### config.mk
export PLATFORM = sky130hd
export DESIGN_NAME = sector_cache_lru_controller
export DESIGN_NICKNAME = d
export VERILOG_FILES = /design/src/sclc_pkg.sv /design/src/sclc_ram.sv /design/src/sclc_ctrl.sv /design/src/sclc_datapath.sv /design/src/sector_cache_lru_controller.sv
export VERILOG_INCLUDE_DIRS = /design/src /design/src/src
export SDC_FILE = /design/constraint.sdc
export NUM_CORES = 2
export LEC_CHECK = 0
export ABC_CLOCK_PERIOD_IN_PS = 6000
export BUFFER_PORTS_ARGS = -buffer_cell sky130_fd_sc_hd__buf_4
export CORE_ASPECT_RATIO = 0.9
export CORE_MARGIN = 8
export CORE_UTILIZATION = 60
export CTS_BUF_LIST = sky130_fd_sc_hd__clkbuf_4 sky130_fd_sc_hd__clkbuf_8
export DETAILED_ROUTE_END_ITERATION = 6
export GPL_TIMING_DRIVEN = 1
export PLACE_DENSITY_LB_ADDON = 0.3
export SETUP_SLACK_MARGIN = 0.15
export SKIP_CTS_REPAIR_TIMING = 1
export SYNTH_ARGS = -nofsm -noshare
export SYNTH_HDL_FRONTEND = slang
export SYNTH_SLANG_ARGS = --single-unit
### constraint.sdc
create_clock -name clock -period 6 [get_ports clock]
set_input_delay 0.3 -clock clock [delete_from_list [all_inputs] [get_ports clock]]
set_output_delay 0.3 -clock clock [all_outputs]
set_load 0.01 [all_outputs]
### src/sector_cache_lru_controller_assert.svh
// Assertion macros used by the sector cache controller datapath.
`ifndef SECTOR_CACHE_LRU_CONTROLLER_ASSERT_SVH
`define SECTOR_CACHE_LRU_CONTROLLER_ASSERT_SVH

// The consequent must hold in the same cycle as the antecedent.
`define SCLC_ASSERT_HOLDS(label, clk, rst, ante, cons) \
   label: assert property (@(posedge clk) disable iff (rst) (ante) |-> (cons)) \
      else $error("sector cache controller: assertion failed");

// The consequent must hold in the cycle after the antecedent.
`define SCLC_ASSERT_NEXT(label, clk, rst, ante, cons) \
   label: assert property (@(posedge clk) disable iff (rst) (ante) |=> (cons)) \
      else $error("sector cache controller: assertion failed");

`endif

### src/sclc_pkg.sv
// Types and constants of the sector cache LRU controller.
`default_nettype none

package sclc_pkg;

   // Command codes of a request word.
   localparam logic [1:0] CMD_READ  = 2'd0;
   localparam logic [1:0] CMD_WRITE = 2'd1;
   localparam logic [1:0] CMD_FLUSH = 2'd2;
   localparam logic [1:0] CMD_CLEAR = 2'd3;

   // Width of the slot fields in a response word.
   localparam int SLOT_OUT_W = 6;

   typedef struct packed {
      logic [1:0]  cmd;
      logic [31:0] sector;
   } req_type;

   typedef struct packed {
      logic                  hit;
      logic [SLOT_OUT_W-1:0] slot;
      logic                  fill_needed;
      logic                  writeback_valid;
      logic [31:0]           writeback_sector;
      logic [SLOT_OUT_W-1:0] writeback_slot;
      logic                  last;
   } rsp_type;

   // Controller states.
   typedef enum logic [3:0] {
      ST_IDLE,
      ST_SCAN,
      ST_SCAN_END,
      ST_DECIDE,
      ST_PROMOTE,
      ST_PROM_END,
      ST_WB_RD,
      ST_WB_CAP,
      ST_COMMIT,
      ST_FL_START,
      ST_FL_ORD,
      ST_FL_SEC,
      ST_FL_CHK
   } state_type;

   // Datapath operations issued by the controller.
   typedef enum logic [3:0] {
      OP_NOP,
      OP_ACCEPT,
      OP_SCAN_RD,
      OP_DECIDE,
      OP_ORD_RD,
      OP_WB_RD,
      OP_WB_CAP,
      OP_COMMIT,
      OP_FL_ORD,
      OP_FL_SEC,
      OP_FL_CHK,
      OP_FL_EMPTY
   } op_type;

   typedef struct packed {
      op_type op;
   } dp_cmd_type;

   typedef struct packed {
      logic scan_last;
      logic walk_last;
      logic hit;
      logic full;
      logic none_dirty;
      logic flush_last;
   } dp_status_type;

endpackage

`default_nettype wire

### src/sclc_ram.sv
// Generic single write port RAM with one registered read port.
`default_nettype none

module sclc_ram #(
   parameter int WIDTH = 32,
   parameter int DEPTH = 64
) (
   input  wire logic                     clock,
   input  wire logic                     wr_en,
   input  wire logic [$clog2(DEPTH)-1:0] wr_addr,
   input  wire logic [WIDTH-1:0]         wr_data,
   input  wire logic [$clog2(DEPTH)-1:0] rd_addr,
   output logic      [WIDTH-1:0]         rd_data
);

   logic [WIDTH-1:0] mem_ff [DEPTH];
   logic [WIDTH-1:0] rd_data_ff;

   // Write port and registered read port.
   always_ff @(posedge clock) begin
      if (wr_en) begin
         mem_ff[wr_addr] <= wr_data;
      end
      rd_data_ff <= mem_ff[rd_addr];
   end

   assign rd_data = rd_data_ff;

endmodule

`default_nettype wire

### src/sclc_ctrl.sv
// Sequencing state machine of the sector cache LRU controller.
`default_nettype none

module sclc_ctrl (
   input  wire logic                   clock,
   input  wire logic                   reset,
   input  wire logic                   start,
   input  wire logic [1:0]             req_cmd,
   input  wire sclc_pkg::dp_status_type status,
   output logic                        busy,
   output sclc_pkg::dp_cmd_type        cmd
);

   sclc_pkg::state_type state_ff, state_in;

   // State register.
   always_ff @(posedge clock) begin
      if (reset) begin
         state_ff <= sclc_pkg::ST_IDLE;
      end else begin
         state_ff <= state_in;
      end
   end

   // Next state and datapath operation.
   always_comb begin
      state_in = state_ff;
      cmd.op   = sclc_pkg::OP_NOP;
      unique case (state_ff)
         sclc_pkg::ST_IDLE: begin
            if (start) begin
               cmd.op = sclc_pkg::OP_ACCEPT;
               if (req_cmd == sclc_pkg::CMD_READ || req_cmd == sclc_pkg::CMD_WRITE) begin
                  state_in = sclc_pkg::ST_SCAN;
               end else begin
                  state_in = sclc_pkg::ST_FL_START;
               end
            end
         end
         sclc_pkg::ST_SCAN: begin
            cmd.op = sclc_pkg::OP_SCAN_RD;
            if (status.scan_last) begin
               state_in = sclc_pkg::ST_SCAN_END;
            end
         end
         sclc_pkg::ST_SCAN_END: begin
            state_in = sclc_pkg::ST_DECIDE;
         end
         sclc_pkg::ST_DECIDE: begin
            cmd.op = sclc_pkg::OP_DECIDE;
            if (status.hit || status.full) begin
               state_in = sclc_pkg::ST_PROMOTE;
            end else begin
               state_in = sclc_pkg::ST_COMMIT;
            end
         end
         sclc_pkg::ST_PROMOTE: begin
            cmd.op = sclc_pkg::OP_ORD_RD;
            if (status.walk_last) begin
               state_in = sclc_pkg::ST_PROM_END;
            end
         end
         sclc_pkg::ST_PROM_END: begin
            if (status.hit) begin
               state_in = sclc_pkg::ST_COMMIT;
            end else begin
               state_in = sclc_pkg::ST_WB_RD;
            end
         end
         sclc_pkg::ST_WB_RD: begin
            cmd.op   = sclc_pkg::OP_WB_RD;
            state_in = sclc_pkg::ST_WB_CAP;
         end
         sclc_pkg::ST_WB_CAP: begin
            cmd.op   = sclc_pkg::OP_WB_CAP;
            state_in = sclc_pkg::ST_COMMIT;
         end
         sclc_pkg::ST_COMMIT: begin
            cmd.op   = sclc_pkg::OP_COMMIT;
            state_in = sclc_pkg::ST_IDLE;
         end
         sclc_pkg::ST_FL_START: begin
            if (status.none_dirty) begin
               cmd.op   = sclc_pkg::OP_FL_EMPTY;
               state_in = sclc_pkg::ST_IDLE;
            end else begin
               state_in = sclc_pkg::ST_FL_ORD;
            end
         end
         sclc_pkg::ST_FL_ORD: begin
            cmd.op   = sclc_pkg::OP_FL_ORD;
            state_in = sclc_pkg::ST_FL_SEC;
         end
         sclc_pkg::ST_FL_SEC: begin
            cmd.op   = sclc_pkg::OP_FL_SEC;
            state_in = sclc_pkg::ST_FL_CHK;
         end
         sclc_pkg::ST_FL_CHK: begin
            cmd.op = sclc_pkg::OP_FL_CHK;
            if (status.flush_last) begin
               state_in = sclc_pkg::ST_IDLE;
            end else begin
               state_in = sclc_pkg::ST_FL_ORD;
            end
         end
         default: begin
            state_in = sclc_pkg::ST_IDLE;
         end
      endcase
   end

   assign busy = (state_ff != sclc_pkg::ST_IDLE);

endmodule

`default_nettype wire

### src/sclc_datapath.sv
// Tag store, recency list, valid and dirty bits of the sector cache.
`default_nettype none
`include "sector_cache_lru_controller_assert.svh"

module sclc_datapath #(
   parameter int ENTRIES = 64
) (
   input  wire logic                    clock,
   input  wire logic                    reset,
   input  wire sclc_pkg::dp_cmd_type    cmd,
   input  wire sclc_pkg::req_type       req_word,
   output sclc_pkg::dp_status_type      status,
   output logic                         rsp_strobe,
   output sclc_pkg::rsp_type            rsp_word
);

   localparam int SLOT_W = $clog2(ENTRIES);
   localparam int CNT_W  = $clog2(ENTRIES + 1);
   localparam int EXT_W  = SLOT_W + sclc_pkg::SLOT_OUT_W;

   // Latched request and scan state.
   logic [1:0]          cmd_ff, cmd_in;
   logic [31:0]         sector_ff, sector_in;
   logic [CNT_W-1:0]    idx_ff, idx_in;
   logic                hit_ff, hit_in;
   logic [SLOT_W-1:0]   hit_slot_ff, hit_slot_in;
   logic                free_found_ff, free_found_in;
   logic [SLOT_W-1:0]   free_slot_ff, free_slot_in;
   logic [SLOT_W-1:0]   target_ff, target_in;
   logic                evict_ff, evict_in;
   logic                found_ff, found_in;
   logic [31:0]         wb_sector_ff, wb_sector_in;
   logic [SLOT_W-1:0]   fl_slot_ff, fl_slot_in;
   logic                rd_scan_ff, rd_scan_in;
   logic                rd_prom_ff, rd_prom_in;
   logic [SLOT_W-1:0]   rd_idx_ff, rd_idx_in;

   // Cache bookkeeping.
   logic [ENTRIES-1:0]  valid_ff, valid_in;
   logic [ENTRIES-1:0]  dirty_ff, dirty_in;
   logic [CNT_W-1:0]    held_ff, held_in;
   logic [CNT_W-1:0]    dirty_cnt_ff, dirty_cnt_in;

   // Result register.
   logic                rsp_strobe_ff, rsp_strobe_in;
   sclc_pkg::rsp_type   rsp_ff, rsp_in;

   // Memory ports.
   logic                sec_we;
   logic [SLOT_W-1:0]   sec_waddr;
   logic [31:0]         sec_wdata;
   logic [SLOT_W-1:0]   sec_raddr;
   logic [31:0]         sec_rdata;
   logic                ord_we;
   logic [SLOT_W-1:0]   ord_waddr;
   logic [SLOT_W-1:0]   ord_wdata;
   logic [SLOT_W-1:0]   ord_raddr;
   logic [SLOT_W-1:0]   ord_rdata;

   // Helpers.
   logic                full;
   logic                is_write;
   logic                old_dirty;
   logic                new_dirty;
   logic                wb_valid;
   logic [CNT_W-1:0]    tail_rank;
   logic [EXT_W-1:0]    tgt_ext;
   logic [EXT_W-1:0]    fl_ext;

   // Sector tag of each slot.
   sclc_ram #(.WIDTH(32), .DEPTH(ENTRIES)) u_sector_ram (
      .clock   (clock),
      .wr_en   (sec_we),
      .wr_addr (sec_waddr),
      .wr_data (sec_wdata),
      .rd_addr (sec_raddr),
      .rd_data (sec_rdata)
   );

   // Recency list: slot held at each rank, least recent first.
   sclc_ram #(.WIDTH(SLOT_W), .DEPTH(ENTRIES)) u_order_ram (
      .clock   (clock),
      .wr_en   (ord_we),
      .wr_addr (ord_waddr),
      .wr_data (ord_wdata),
      .rd_addr (ord_raddr),
      .rd_data (ord_rdata)
   );

   assign full      = (held_ff == CNT_W'(ENTRIES));
   assign is_write  = (cmd_ff == sclc_pkg::CMD_WRITE);
   assign old_dirty = dirty_ff[target_ff];
   assign new_dirty = hit_ff ? (old_dirty | is_write) : is_write;
   assign wb_valid  = evict_ff & old_dirty;
   assign tail_rank = (hit_ff || evict_ff) ? CNT_W'(held_ff - 1'b1) : held_ff;
   assign tgt_ext   = EXT_W'(target_ff);
   assign fl_ext    = EXT_W'(fl_slot_ff);

   // Status toward the controller.
   assign status.scan_last  = (idx_ff == CNT_W'(ENTRIES - 1));
   assign status.walk_last  = (idx_ff == CNT_W'(held_ff - 1'b1));
   assign status.hit        = hit_ff;
   assign status.full       = full;
   assign status.none_dirty = (dirty_cnt_ff == '0);
   assign status.flush_last = dirty_ff[fl_slot_ff] && (dirty_cnt_ff == CNT_W'(1));

   // Next-state logic of the datapath.
   always_comb begin
      cmd_in        = cmd_ff;
      sector_in     = sector_ff;
      idx_in        = idx_ff;
      hit_in        = hit_ff;
      hit_slot_in   = hit_slot_ff;
      free_found_in = free_found_ff;
      free_slot_in  = free_slot_ff;
      target_in     = target_ff;
      evict_in      = evict_ff;
      found_in      = found_ff;
      wb_sector_in  = wb_sector_ff;
      fl_slot_in    = fl_slot_ff;
      rd_scan_in    = 1'b0;
      rd_prom_in    = 1'b0;
      rd_idx_in     = idx_ff[SLOT_W-1:0];
      valid_in      = valid_ff;
      dirty_in      = dirty_ff;
      held_in       = held_ff;
      dirty_cnt_in  = dirty_cnt_ff;
      rsp_strobe_in = 1'b0;
      rsp_in        = '0;
      sec_we        = 1'b0;
      sec_waddr     = target_ff;
      sec_wdata     = sector_ff;
      sec_raddr     = idx_ff[SLOT_W-1:0];
      ord_we        = 1'b0;
      ord_waddr     = tail_rank[SLOT_W-1:0];
      ord_wdata     = ord_rdata;
      ord_raddr     = idx_ff[SLOT_W-1:0];

      // Tag compare and free slot search on the word read last cycle.
      if (rd_scan_ff) begin
         if (valid_ff[rd_idx_ff] && (sec_rdata == sector_ff) && !hit_ff) begin
            hit_in      = 1'b1;
            hit_slot_in = rd_idx_ff;
         end
         if (!valid_ff[rd_idx_ff] && !free_found_ff) begin
            free_found_in = 1'b1;
            free_slot_in  = rd_idx_ff;
         end
      end

      // Recency walk: ranks above the promoted slot move down by one.
      if (rd_prom_ff) begin
         if (!found_ff) begin
            if (evict_ff ? (rd_idx_ff == '0) : (ord_rdata == target_ff)) begin
               found_in  = 1'b1;
               target_in = ord_rdata;
            end
         end else begin
            ord_we    = 1'b1;
            ord_waddr = SLOT_W'(rd_idx_ff - 1'b1);
            ord_wdata = ord_rdata;
         end
      end

      unique case (cmd.op)
         sclc_pkg::OP_ACCEPT: begin
            cmd_in        = req_word.cmd;
            sector_in     = req_word.sector;
            idx_in        = '0;
            hit_in        = 1'b0;
            free_found_in = 1'b0;
         end
         sclc_pkg::OP_SCAN_RD: begin
            rd_scan_in = 1'b1;
            idx_in     = idx_ff + 1'b1;
         end
         sclc_pkg::OP_DECIDE: begin
            target_in = hit_ff ? hit_slot_ff : free_slot_ff;
            evict_in  = !hit_ff && full;
            found_in  = 1'b0;
            idx_in    = '0;
         end
         sclc_pkg::OP_ORD_RD: begin
            rd_prom_in = 1'b1;
            idx_in     = idx_ff + 1'b1;
         end
         sclc_pkg::OP_WB_RD: begin
            sec_raddr = target_ff;
         end
         sclc_pkg::OP_WB_CAP: begin
            wb_sector_in = sec_rdata;
         end
         sclc_pkg::OP_COMMIT: begin
            sec_we               = 1'b1;
            ord_we               = 1'b1;
            ord_waddr            = tail_rank[SLOT_W-1:0];
            ord_wdata            = target_ff;
            valid_in[target_ff]  = 1'b1;
            dirty_in[target_ff]  = new_dirty;
            dirty_cnt_in         = dirty_cnt_ff + CNT_W'(new_dirty) - CNT_W'(old_dirty);
            if (!hit_ff && !evict_ff) begin
               held_in = held_ff + 1'b1;
            end
            rsp_strobe_in          = 1'b1;
            rsp_in.hit             = hit_ff;
            rsp_in.slot            = tgt_ext[sclc_pkg::SLOT_OUT_W-1:0];
            rsp_in.fill_needed     = !hit_ff;
            rsp_in.writeback_valid = wb_valid;
            rsp_in.writeback_sector = wb_valid ? wb_sector_ff : 32'd0;
            rsp_in.writeback_slot  = wb_valid ? tgt_ext[sclc_pkg::SLOT_OUT_W-1:0] : '0;
            rsp_in.last            = 1'b1;
         end
         sclc_pkg::OP_FL_ORD: begin
            ord_raddr = idx_ff[SLOT_W-1:0];
         end
         sclc_pkg::OP_FL_SEC: begin
            fl_slot_in = ord_rdata;
            sec_raddr  = ord_rdata;
         end
         sclc_pkg::OP_FL_CHK: begin
            idx_in = idx_ff + 1'b1;
            if (dirty_ff[fl_slot_ff]) begin
               dirty_in[fl_slot_ff]    = 1'b0;
               dirty_cnt_in            = dirty_cnt_ff - 1'b1;
               rsp_strobe_in           = 1'b1;
               rsp_in.writeback_valid  = 1'b1;
               rsp_in.writeback_sector = sec_rdata;
               rsp_in.writeback_slot   = fl_ext[sclc_pkg::SLOT_OUT_W-1:0];
               rsp_in.last             = status.flush_last;
            end
            if (status.flush_last && (cmd_ff == sclc_pkg::CMD_CLEAR)) begin
               valid_in = '0;
               held_in  = '0;
            end
         end
         sclc_pkg::OP_FL_EMPTY: begin
            rsp_strobe_in = 1'b1;
            rsp_in.last   = 1'b1;
            if (cmd_ff == sclc_pkg::CMD_CLEAR) begin
               valid_in = '0;
               held_in  = '0;
            end
         end
         default: begin
         end
      endcase
   end

   // Control registers.
   always_ff @(posedge clock) begin
      if (reset) begin
         valid_ff      <= '0;
         dirty_ff      <= '0;
         held_ff       <= '0;
         dirty_cnt_ff  <= '0;
         rsp_strobe_ff <= 1'b0;
         rd_scan_ff    <= 1'b0;
         rd_prom_ff    <= 1'b0;
      end else begin
         valid_ff      <= valid_in;
         dirty_ff      <= dirty_in;
         held_ff       <= held_in;
         dirty_cnt_ff  <= dirty_cnt_in;
         rsp_strobe_ff <= rsp_strobe_in;
         rd_scan_ff    <= rd_scan_in;
         rd_prom_ff    <= rd_prom_in;
      end
   end

   // Payload registers.
   always_ff @(posedge clock) begin
      cmd_ff        <= cmd_in;
      sector_ff     <= sector_in;
      idx_ff        <= idx_in;
      hit_ff        <= hit_in;
      hit_slot_ff   <= hit_slot_in;
      free_found_ff <= free_found_in;
      free_slot_ff  <= free_slot_in;
      target_ff     <= target_in;
      evict_ff      <= evict_in;
      found_ff      <= found_in;
      wb_sector_ff  <= wb_sector_in;
      fl_slot_ff    <= fl_slot_in;
      rd_idx_ff     <= rd_idx_in;
      rsp_ff        <= rsp_in;
   end

   assign rsp_strobe = rsp_strobe_ff;
   assign rsp_word   = rsp_ff;

   // The held count never exceeds the slot count, and dirty entries are held ones.
   `SCLC_ASSERT_HOLDS(a_held_bound, clock, reset, 1'b1, held_ff <= CNT_W'(ENTRIES))
   `SCLC_ASSERT_HOLDS(a_dirty_bound, clock, reset, 1'b1, dirty_cnt_ff <= held_ff)
   // An append always has a free slot to take.
   `SCLC_ASSERT_HOLDS(a_free_on_append, clock, reset,
      (cmd.op == sclc_pkg::OP_COMMIT) && !hit_ff && !evict_ff, free_found_ff)
   // Every commit delivers exactly one final word.
   `SCLC_ASSERT_NEXT(a_commit_word, clock, reset,
      cmd.op == sclc_pkg::OP_COMMIT, rsp_strobe_ff && rsp_ff.last)

endmodule

`default_nettype wire

### src/sector_cache_lru_controller.sv
// Top level of the sector cache tag, dirty and LRU controller.
//
//   Channel   Ports                          Handshake
//   request   start, busy, req_word          taken when start is high and busy low
//   response  rsp_strobe, rsp_word           one cycle per word, cannot be held off
//
// A read or write keeps busy high through the tag scan of every slot, then scan end,
// decide and commit when it takes a free slot. A hit adds a walk of the held ranks
// to move the recency list, and an eviction adds that walk and the victim tag read
// and capture. Its word comes out in the cycle after the commit.
// Flush and clear keep busy high for a start state, then an order RAM read, a sector
// RAM read and a check per rank walked up to the last dirty entry.
// Reset clears valid and dirty bits at once; no clearing pass is needed.
// busy drops at the edge that puts the final word of a command on the ports.
`default_nettype none

module sector_cache_lru_controller #(
   parameter int ENTRIES = 64
) (
   input  wire logic              clock,
   input  wire logic              reset,
   input  wire logic              start,
   output logic                   busy,
   input  wire sclc_pkg::req_type req_word,
   output logic                   rsp_strobe,
   output sclc_pkg::rsp_type      rsp_word
);

   sclc_pkg::dp_cmd_type    dp_cmd;
   sclc_pkg::dp_status_type dp_status;

   // Sequencer.
   sclc_ctrl u_ctrl (
      .clock   (clock),
      .reset   (reset),
      .start   (start),
      .req_cmd (req_word.cmd),
      .status  (dp_status),
      .busy    (busy),
      .cmd     (dp_cmd)
   );

   // Tag, recency and dirty datapath.
   sclc_datapath #(.ENTRIES(ENTRIES)) u_datapath (
      .clock      (clock),
      .reset      (reset),
      .cmd        (dp_cmd),
      .req_word   (req_word),
      .status     (dp_status),
      .rsp_strobe (rsp_strobe),
      .rsp_word   (rsp_word)
   );

endmodule

`default_nettype wire
# Yosys cells after proc, flatten, opt, wreduce, memory -nomap -nowiden

Memories as Yosys holds them, arrays and structs flattened. A register that Yosys moved wholly into a read port is not among the register bits.
Cells that the tools add are included.

Register bits after elaboration: 304
RAM bits: 2432
Input port bits: 37
Output and inout bits: 50
Memories: 2

Memory list:

| memory                         | words | bits a word | rd ports | clocked after memory_dff | wr ports | RTL line       | source |
|---|---|---|---|---|---|---|---|
| u_datapath.u_sector_ram.mem_ff | 64    | 32          | 1        | 1                        | 1        | sclc_ram.sv:16 | `logic [WIDTH-1:0] mem_ff [DEPTH];` |
| u_datapath.u_order_ram.mem_ff  | 64    | 6           | 1        | 1                        | 1        | sclc_ram.sv:16 |  |

$add $sub $neg: 7
Magnitude comparators: 5
Eq/ne operators: 39
Multiplexer cells: 67
Bitwise logic cells: 5
Reduce and logical (&&, ||, !) cells: 36

Operators with widths:

| operator                                           | number |
|---|---|
| two-way mux 64 bit                                 | 3 |
| one-hot mux 64 bit (3 select lines)                | 1 |
| one-hot mux 64 bit (2 select lines)                | 1 |
| one-hot mux 39 bit (2 select lines)                | 1 |
| two-way mux 6 bit                                  | 11 |
| bitwise AND 64 bit                                 | 1 |
| bitwise mux 64 bit                                 | 1 |
| inverter 64 bit                                    | 1 |
| OR 64 bit                                          | 1 |
| one-hot mux 4 bit (12 select lines)                | 1 |
| one-hot mux 4 bit (11 select lines)                | 1 |
| two-way mux 40 bit                                 | 1 |
| two-way mux 4 bit                                  | 9 |
| == test 32 bit                                     | 1 |
| == test 4 x 3 -> 1 bit, second input constant      | 8 |
| == test 4 bit, second input constant               | 8 |
| two-way mux 32 bit                                 | 1 |
| two-way mux 7 bit                                  | 4 |
| one-hot mux 7 bit (2 select lines)                 | 2 |
| < comparator 6 x 7 -> 1 bit, second input constant | 3 |
| two-way mux 1 bit                                  | 21 |
| one-hot mux 7 bit (3 select lines)                 | 1 |
| binary-select mux 1 bit (select 6 bit)             | 3 |
| == test 4 x 2 -> 1 bit, second input constant      | 4 |
| other kinds (36)                                   | 70 |

# Longest topological paths before layout

Word-level depth: 8
Gate-level depth with buffers: 21
Depth with buffers taken out: 18

# Hierarchy

From an unflattened synthesis, not the netlist that was laid out.

Cell total of the unflattened synthesis: 5745
Area, all modules: 109789.0 µm²

Modules (own cells, without submodules):

| module                              | times used | cells an instance | area each (µm²) |
|---|---|---|---|
| sclc_ram at u_datapath.u_sector_ram | 1          | 3324              | 78515.3 |
| sclc_datapath                       | 1          | 1640              | 15616.2 |
| sclc_ram at u_datapath.u_order_ram  | 1          | 720               | 15225.9 |
| sclc_ctrl                           | 1          | 61                | 431.7 |

# Least setup slack after synthesis

No wires, ideal clock.

Path kind: reg2reg
Start point: reg u_datapath.target_ff[0], in the netlist u_datapath.sec_waddr[0]
End point: reg u_datapath.dirty_cnt_ff[6]
Library setup time: 0.121 ns
Data arrival time: 3.885 ns
Data required time: 5.879 ns
Setup slack: 1.994 ns
Stages on the path, launching flop included: 21
Buffers on the path: 3
Cells stage by stage: edfxtp_1 -> buf_4 -> mux2_2 -> a221o_1 -> a22oi_1 -> o22ai_1 -> nor2_1 -> a21boi_0 -> buf_2 -> buf_2 -> nand2b_1 -> ha_1 -> fa_1 -> nand2b_1 -> a21oi_1 -> o21bai_1 -> a21oi_1 -> nor2_1 -> xnor2_1 -> a221oi_1 -> mux2_2

Word-level cells in the longest chain between the ends: 7

RTL lines:

| element                                     | RTL line             | source |
|---|---|---|
| from (decl)                                 | sclc_datapath.sv:29  | `logic [SLOT_W-1:0] target_ff, target_in;` |
| from (signal assigned)                      | sclc_datapath.sv:279 | `target_ff <= target_in;` |
| binary-select mux 1 bit (select 6 bit) (*)  | sclc_datapath.sv:92  | `assign old_dirty = dirty_ff[target_ff];` |
| two-way mux 1 bit (implied by the code) (*) | sclc_datapath.sv:92  |  |
| OR 1 bit                                    | sclc_datapath.sv:93  | `assign new_dirty = hit_ff ? (old_dirty \| is_write) : is_write;` |
| two-way mux 1 bit                           | sclc_datapath.sv:93  |  |
| adder 7 x 1 -> 7 bit                        | sclc_datapath.sv:200 | `dirty_cnt_in = dirty_cnt_ff + CNT_W'(new_dirty) - CNT_W'(old_dirty);` |
| subtractor 7 x 1 -> 7 bit (*)               | sclc_datapath.sv:200 |  |
| one-hot mux 7 bit (2 select lines) (*)      | sclc_datapath.sv:165 | `unique case (cmd.op)` |
| to (signal assigned)                        | sclc_datapath.sv:263 | `dirty_cnt_ff <= dirty_cnt_in;` |
| to (decl)                                   | sclc_datapath.sv:42  | `logic [CNT_W-1:0] dirty_cnt_ff, dirty_cnt_in;` |

Mark *: on every way between the ends. The rest lies on a longest branch, timed or not. The select of a mux whose other input is x is not followed.
A chain may end at the register's enable or synchronous reset.

# Final worst setup path

Ends and elaborated chain as after synthesis.

==> reports/metrics.yaml <==
die_w_um: 468
clockBufferDepth: 4
synthFlopType: "edfxtp_1"
ys_ff_latch: 2774
setup_violations: 0
drt_pass1_iterations: 7
vias: 72000
async_flop_share: 0
synth_edf_count: 2530
track_usage: 0.312
ios: 87
synthCells: 7655
status: "finished with violations"
violations: "DRC"
crit_slowest_cell: "edfxtp_1"
postRouteWirelength_um: 320000
leakage_nw: 41.4
htreeDepth: 5
wl_per_cell_um: 29.8
worstSkewPairLatency_ns: 1.09
worstPathRequired_ns: 6.97
place.gp.congestion: 0.917
cellPowerDensity_nw_per_um2: 399
vdd_drop_max_uv: 302
grt_first_pass_wirelength_um: 457000
syn_area_sq_um: 110000
drive_gt1_frac: 0.163
cp_data_arrival_time_ns: 6.19
fin_cells: 10700
fp.dieArea_sq_um: 198000
vias_per_cell: 6.70
numCtsBuffers: 432
row_count: 149
final_core_util: 0.676
die_h_um: 423
cp-end-kind: "register"
start_util: 0.603
cts_tree: "done"
start_kind: "register"
critPathKind: "reg2reg"
clk_pin_slew_ns: 0.06
cp.buffers_inverters: 2
syn_to_final_growth_pct: 12.1
drc: 2
grt_pass1_vias: 68500
seq_area_frac_synth: 0.732
ant_nets: 0
final_net_count: 8042
crit_family: "simple AND/OR/NAND/NOR gates"
crit_top_cell: "a21oi_1"
hold_viol: 0
grt_max_degree: 206
port_buffers: 86
path_max_fanout: 30
slowest_delay_ns: 1.09
fin_crit_sh: 0.869
placed_cells: 9895
post_synth_num_cell_types: 98
globalRouteOverflowTotal: 0
tightestPinTransition_ns: 1.34
maxCapViolations: 0
report.final.slew_viol_count: 0
worstHoldPathType: "in2reg"
synth_area_per_cell_sq_um: 14.4
fin_tns_setup_ns: 0
synthesis.nets: 7714
rsz0062_at_grt: "no"
final_area_sq_um: 124000
cts.sinks: 2774
hpwlAfterDp_um: 183000
slew-limit-headroom: 0.104
period_minus_slack_ns: 5.21
antenna_found_initial: 27
fin_hold_ws_ns: 0.212
yosysWarnings: 0
path_cells: "inv_1 > and3_1 > o21ai_0 > a21oi_1 > nor4_2 > nand2_1 > ha_1 > inv_1 > ha_1 > fa_1 > nand2b_1 > a21oi_1 > o21bai_1 > a21oi_1 > nor2_1 > xnor2_1 > a221oi_1 > mux2_2"
cts_root_buf: "clkbuf_8"
drtIter0Drc: 12300
coreArea_sq_um: 183000
clock_skew_ns: 0.0781
post_dp_cell_area_sq_um: 115000
fmax_mhz: 192
==> flip-flops by register name, summed over array words and instances, names as in the netlist, 32 cells and up <==
signal,count
u_datapath.dirty_ff,64
u_datapath.wb_sector_ff,32
u_datapath.u_order_ram.mem_ff,384
u_datapath.rsp_word,48
u_datapath.valid_ff,64
u_datapath.u_sector_ram.mem_ff,2048
u_datapath.sec_wdata,32
u_datapath.u_sector_ram.rd_data,32
==> cells in the final DEF (no fill, tap or decap), types with 25 or more instances in the layout <==
| cell type | netlist | routed |
|---|---|---|
| dlygate4sd3_1 | 0 | 70 |
| dfxtp_1 | 244 | 243 |
| nor2_1 | 214 | 144 |
| a31oi_1 | 181 | 181 |
| clkinv_1 | 0 | 83 |
| buf_4 | 33 | 319 |
| xnor2_1 | 25 | 25 |
| a32oi_1 | 155 | 155 |
| clkbuf_8 | 0 | 467 |
| a22o_1 | 51 | 51 |
| nor2_4 | 2 | 74 |
| o22ai_1 | 67 | 67 |
| inv_1 | 30 | 29 |
| o21ai_0 | 85 | 85 |
| clkbuf_4 | 0 | 169 |
| o221ai_1 | 56 | 56 |
| and3_1 | 169 | 169 |
| a211oi_1 | 161 | 161 |
| nand4_1 | 90 | 90 |
| nor3_1 | 87 | 84 |
| xor2_1 | 38 | 38 |
| mux4_2 | 154 | 154 |
| a21oi_1 | 160 | 160 |
| clkinv_2 | 0 | 30 |
| nand3_1 | 467 | 465 |
| mux2i_1 | 206 | 206 |
| edfxtp_1 | 2530 | 2530 |
| o21a_1 | 71 | 70 |
| nand2_1 | 1547 | 1545 |
==> routing by layer <==
| metal | vias to the layer above | global-route usage | part of all wire |
|---|---|---|---|
| met5 | - | 0 | 0.00043 |
| met4 | 24 | 0.145 | 0.049 |
| met3 | 899 | 0.0896 | 0.14 |
| met2 | 5562 | 0.457 | 0.44 |
| met1 | 35400 | 0.438 | 0.37 |
| li1 | 30100 | - | - |
==> layout make-up <==
type                            instances  area (sq um)
Antenna cell                           14          35.0
Clock buffer                          636          7700
Clock inverter                        130           752
Fill cell                           12100         59300
Inverter                               30           113
Multi-Input combinational cell       4332         27700
Sequential cell                      2774         80900
Tap cell                             2416          3020
Timing Repair Buffer                  413          3580
==> stage by stage <==
stage / setup WS (ns) / power (mW)
after floorplan: 1.99 / 29.4
after global placement: 0.908 / 33.5
after detailed placement: 0.834 / 33.7
after CTS: 0.817 / 49.1
after global routing: 0.369 / 50.7
final: 0.788 / 49.4
==> worst min-delay path: stages <==
cell and delay [ns]:
dlygate4sd3_1 0.54, buf_4 0.27, nor2_1 0.15
==> report_power, final <==
part	switching (mW)	total (mW)	internal (mW)
clock network	7.22	15.6	8.43
registers	0.465	22.6	22.1
logic	7.77	11.1	3.36
==> worst paths after layout <==
path	from	endpoint	slack [ns]	depth (start not counted)
worst max-delay path	u_datapath.sec_waddr[0]$_DFFE_PP_	u_datapath.dirty_cnt_ff[6]$_SDFFE_PP0P_	0.79	18
worst min-delay path	reset	u_ctrl.state_ff[2]$_SDFFE_PP0P_	0.21	3
worst max register to register	u_datapath.sec_waddr[0]$_DFFE_PP_	u_datapath.dirty_cnt_ff[6]$_SDFFE_PP0P_	0.79	18
worst min register to register	u_datapath.valid_ff[36]$_SDFFE_PP0P_	u_datapath.valid_ff[36]$_SDFFE_PP0P_	0.46	1
==> synthesized netlist by cell type (8+ instances only) <==
library cell	instances	area share
nand3b_1	22	0.0015
inv_1	30	0.0010
nand2b_1	10	0.00057
a31oi_1	181	0.010
a211oi_1	161	0.011
xor2_1	38	0.0030
ha_1	21	0.0024
o221a_2	9	0.00092
clkbuf_1	233	0.0079
a2111oi_0	14	0.0011
and4_1	8	0.00063
a22oi_1	11	0.00075
a311oi_1	24	0.0019
buf_4	33	0.0022
mux4_2	154	0.031
o21a_1	71	0.0048
and2_1	12	0.00068
nor2_1	214	0.0073
xnor2_1	25	0.0020
buf_6	13	0.0013
and3_1	169	0.0096
mux2i_1	206	0.019
nand2_1	1547	0.053
a21o_1	11	0.00075
nor2b_1	9	0.00051
nor3_1	87	0.0039
o221ai_1	56	0.0044
nand4_1	90	0.0051
o22ai_1	67	0.0038
buf_2	191	0.0087
a21oi_1	160	0.0073
a22o_1	51	0.0040
nand3_1	467	0.021
o21ai_1	8	0.00036
nor4_1	14	0.00079
edfxtp_1	2530	0.69
buf_1	49	0.0017
o31ai_1	8	0.00054
a32oi_1	155	0.012
dfxtp_1	244	0.044
mux2_2	17	0.0017
o21ai_0	85	0.0039
a221oi_1	18	0.0014
==> cell families after synthesis <==
| family | Yosys count | share of synthesized area |
|---|---|---|
| multiplexers | 378 | 0.0519 |
| AO/OA/AOI/OAI | 1162 | 0.0760 |
| AND/OR/NAND/NOR | 2707 | 0.109 |
| buffers and inverters | 549 | 0.0228 |
| adder cells (fa/ha/maj) | 22 | 0.00256 |
| XOR/XNOR | 63 | 0.00500 |
| flip-flops | 2774 | 0.732 |
Note: power is estimated with default switching activity, not from simulation.
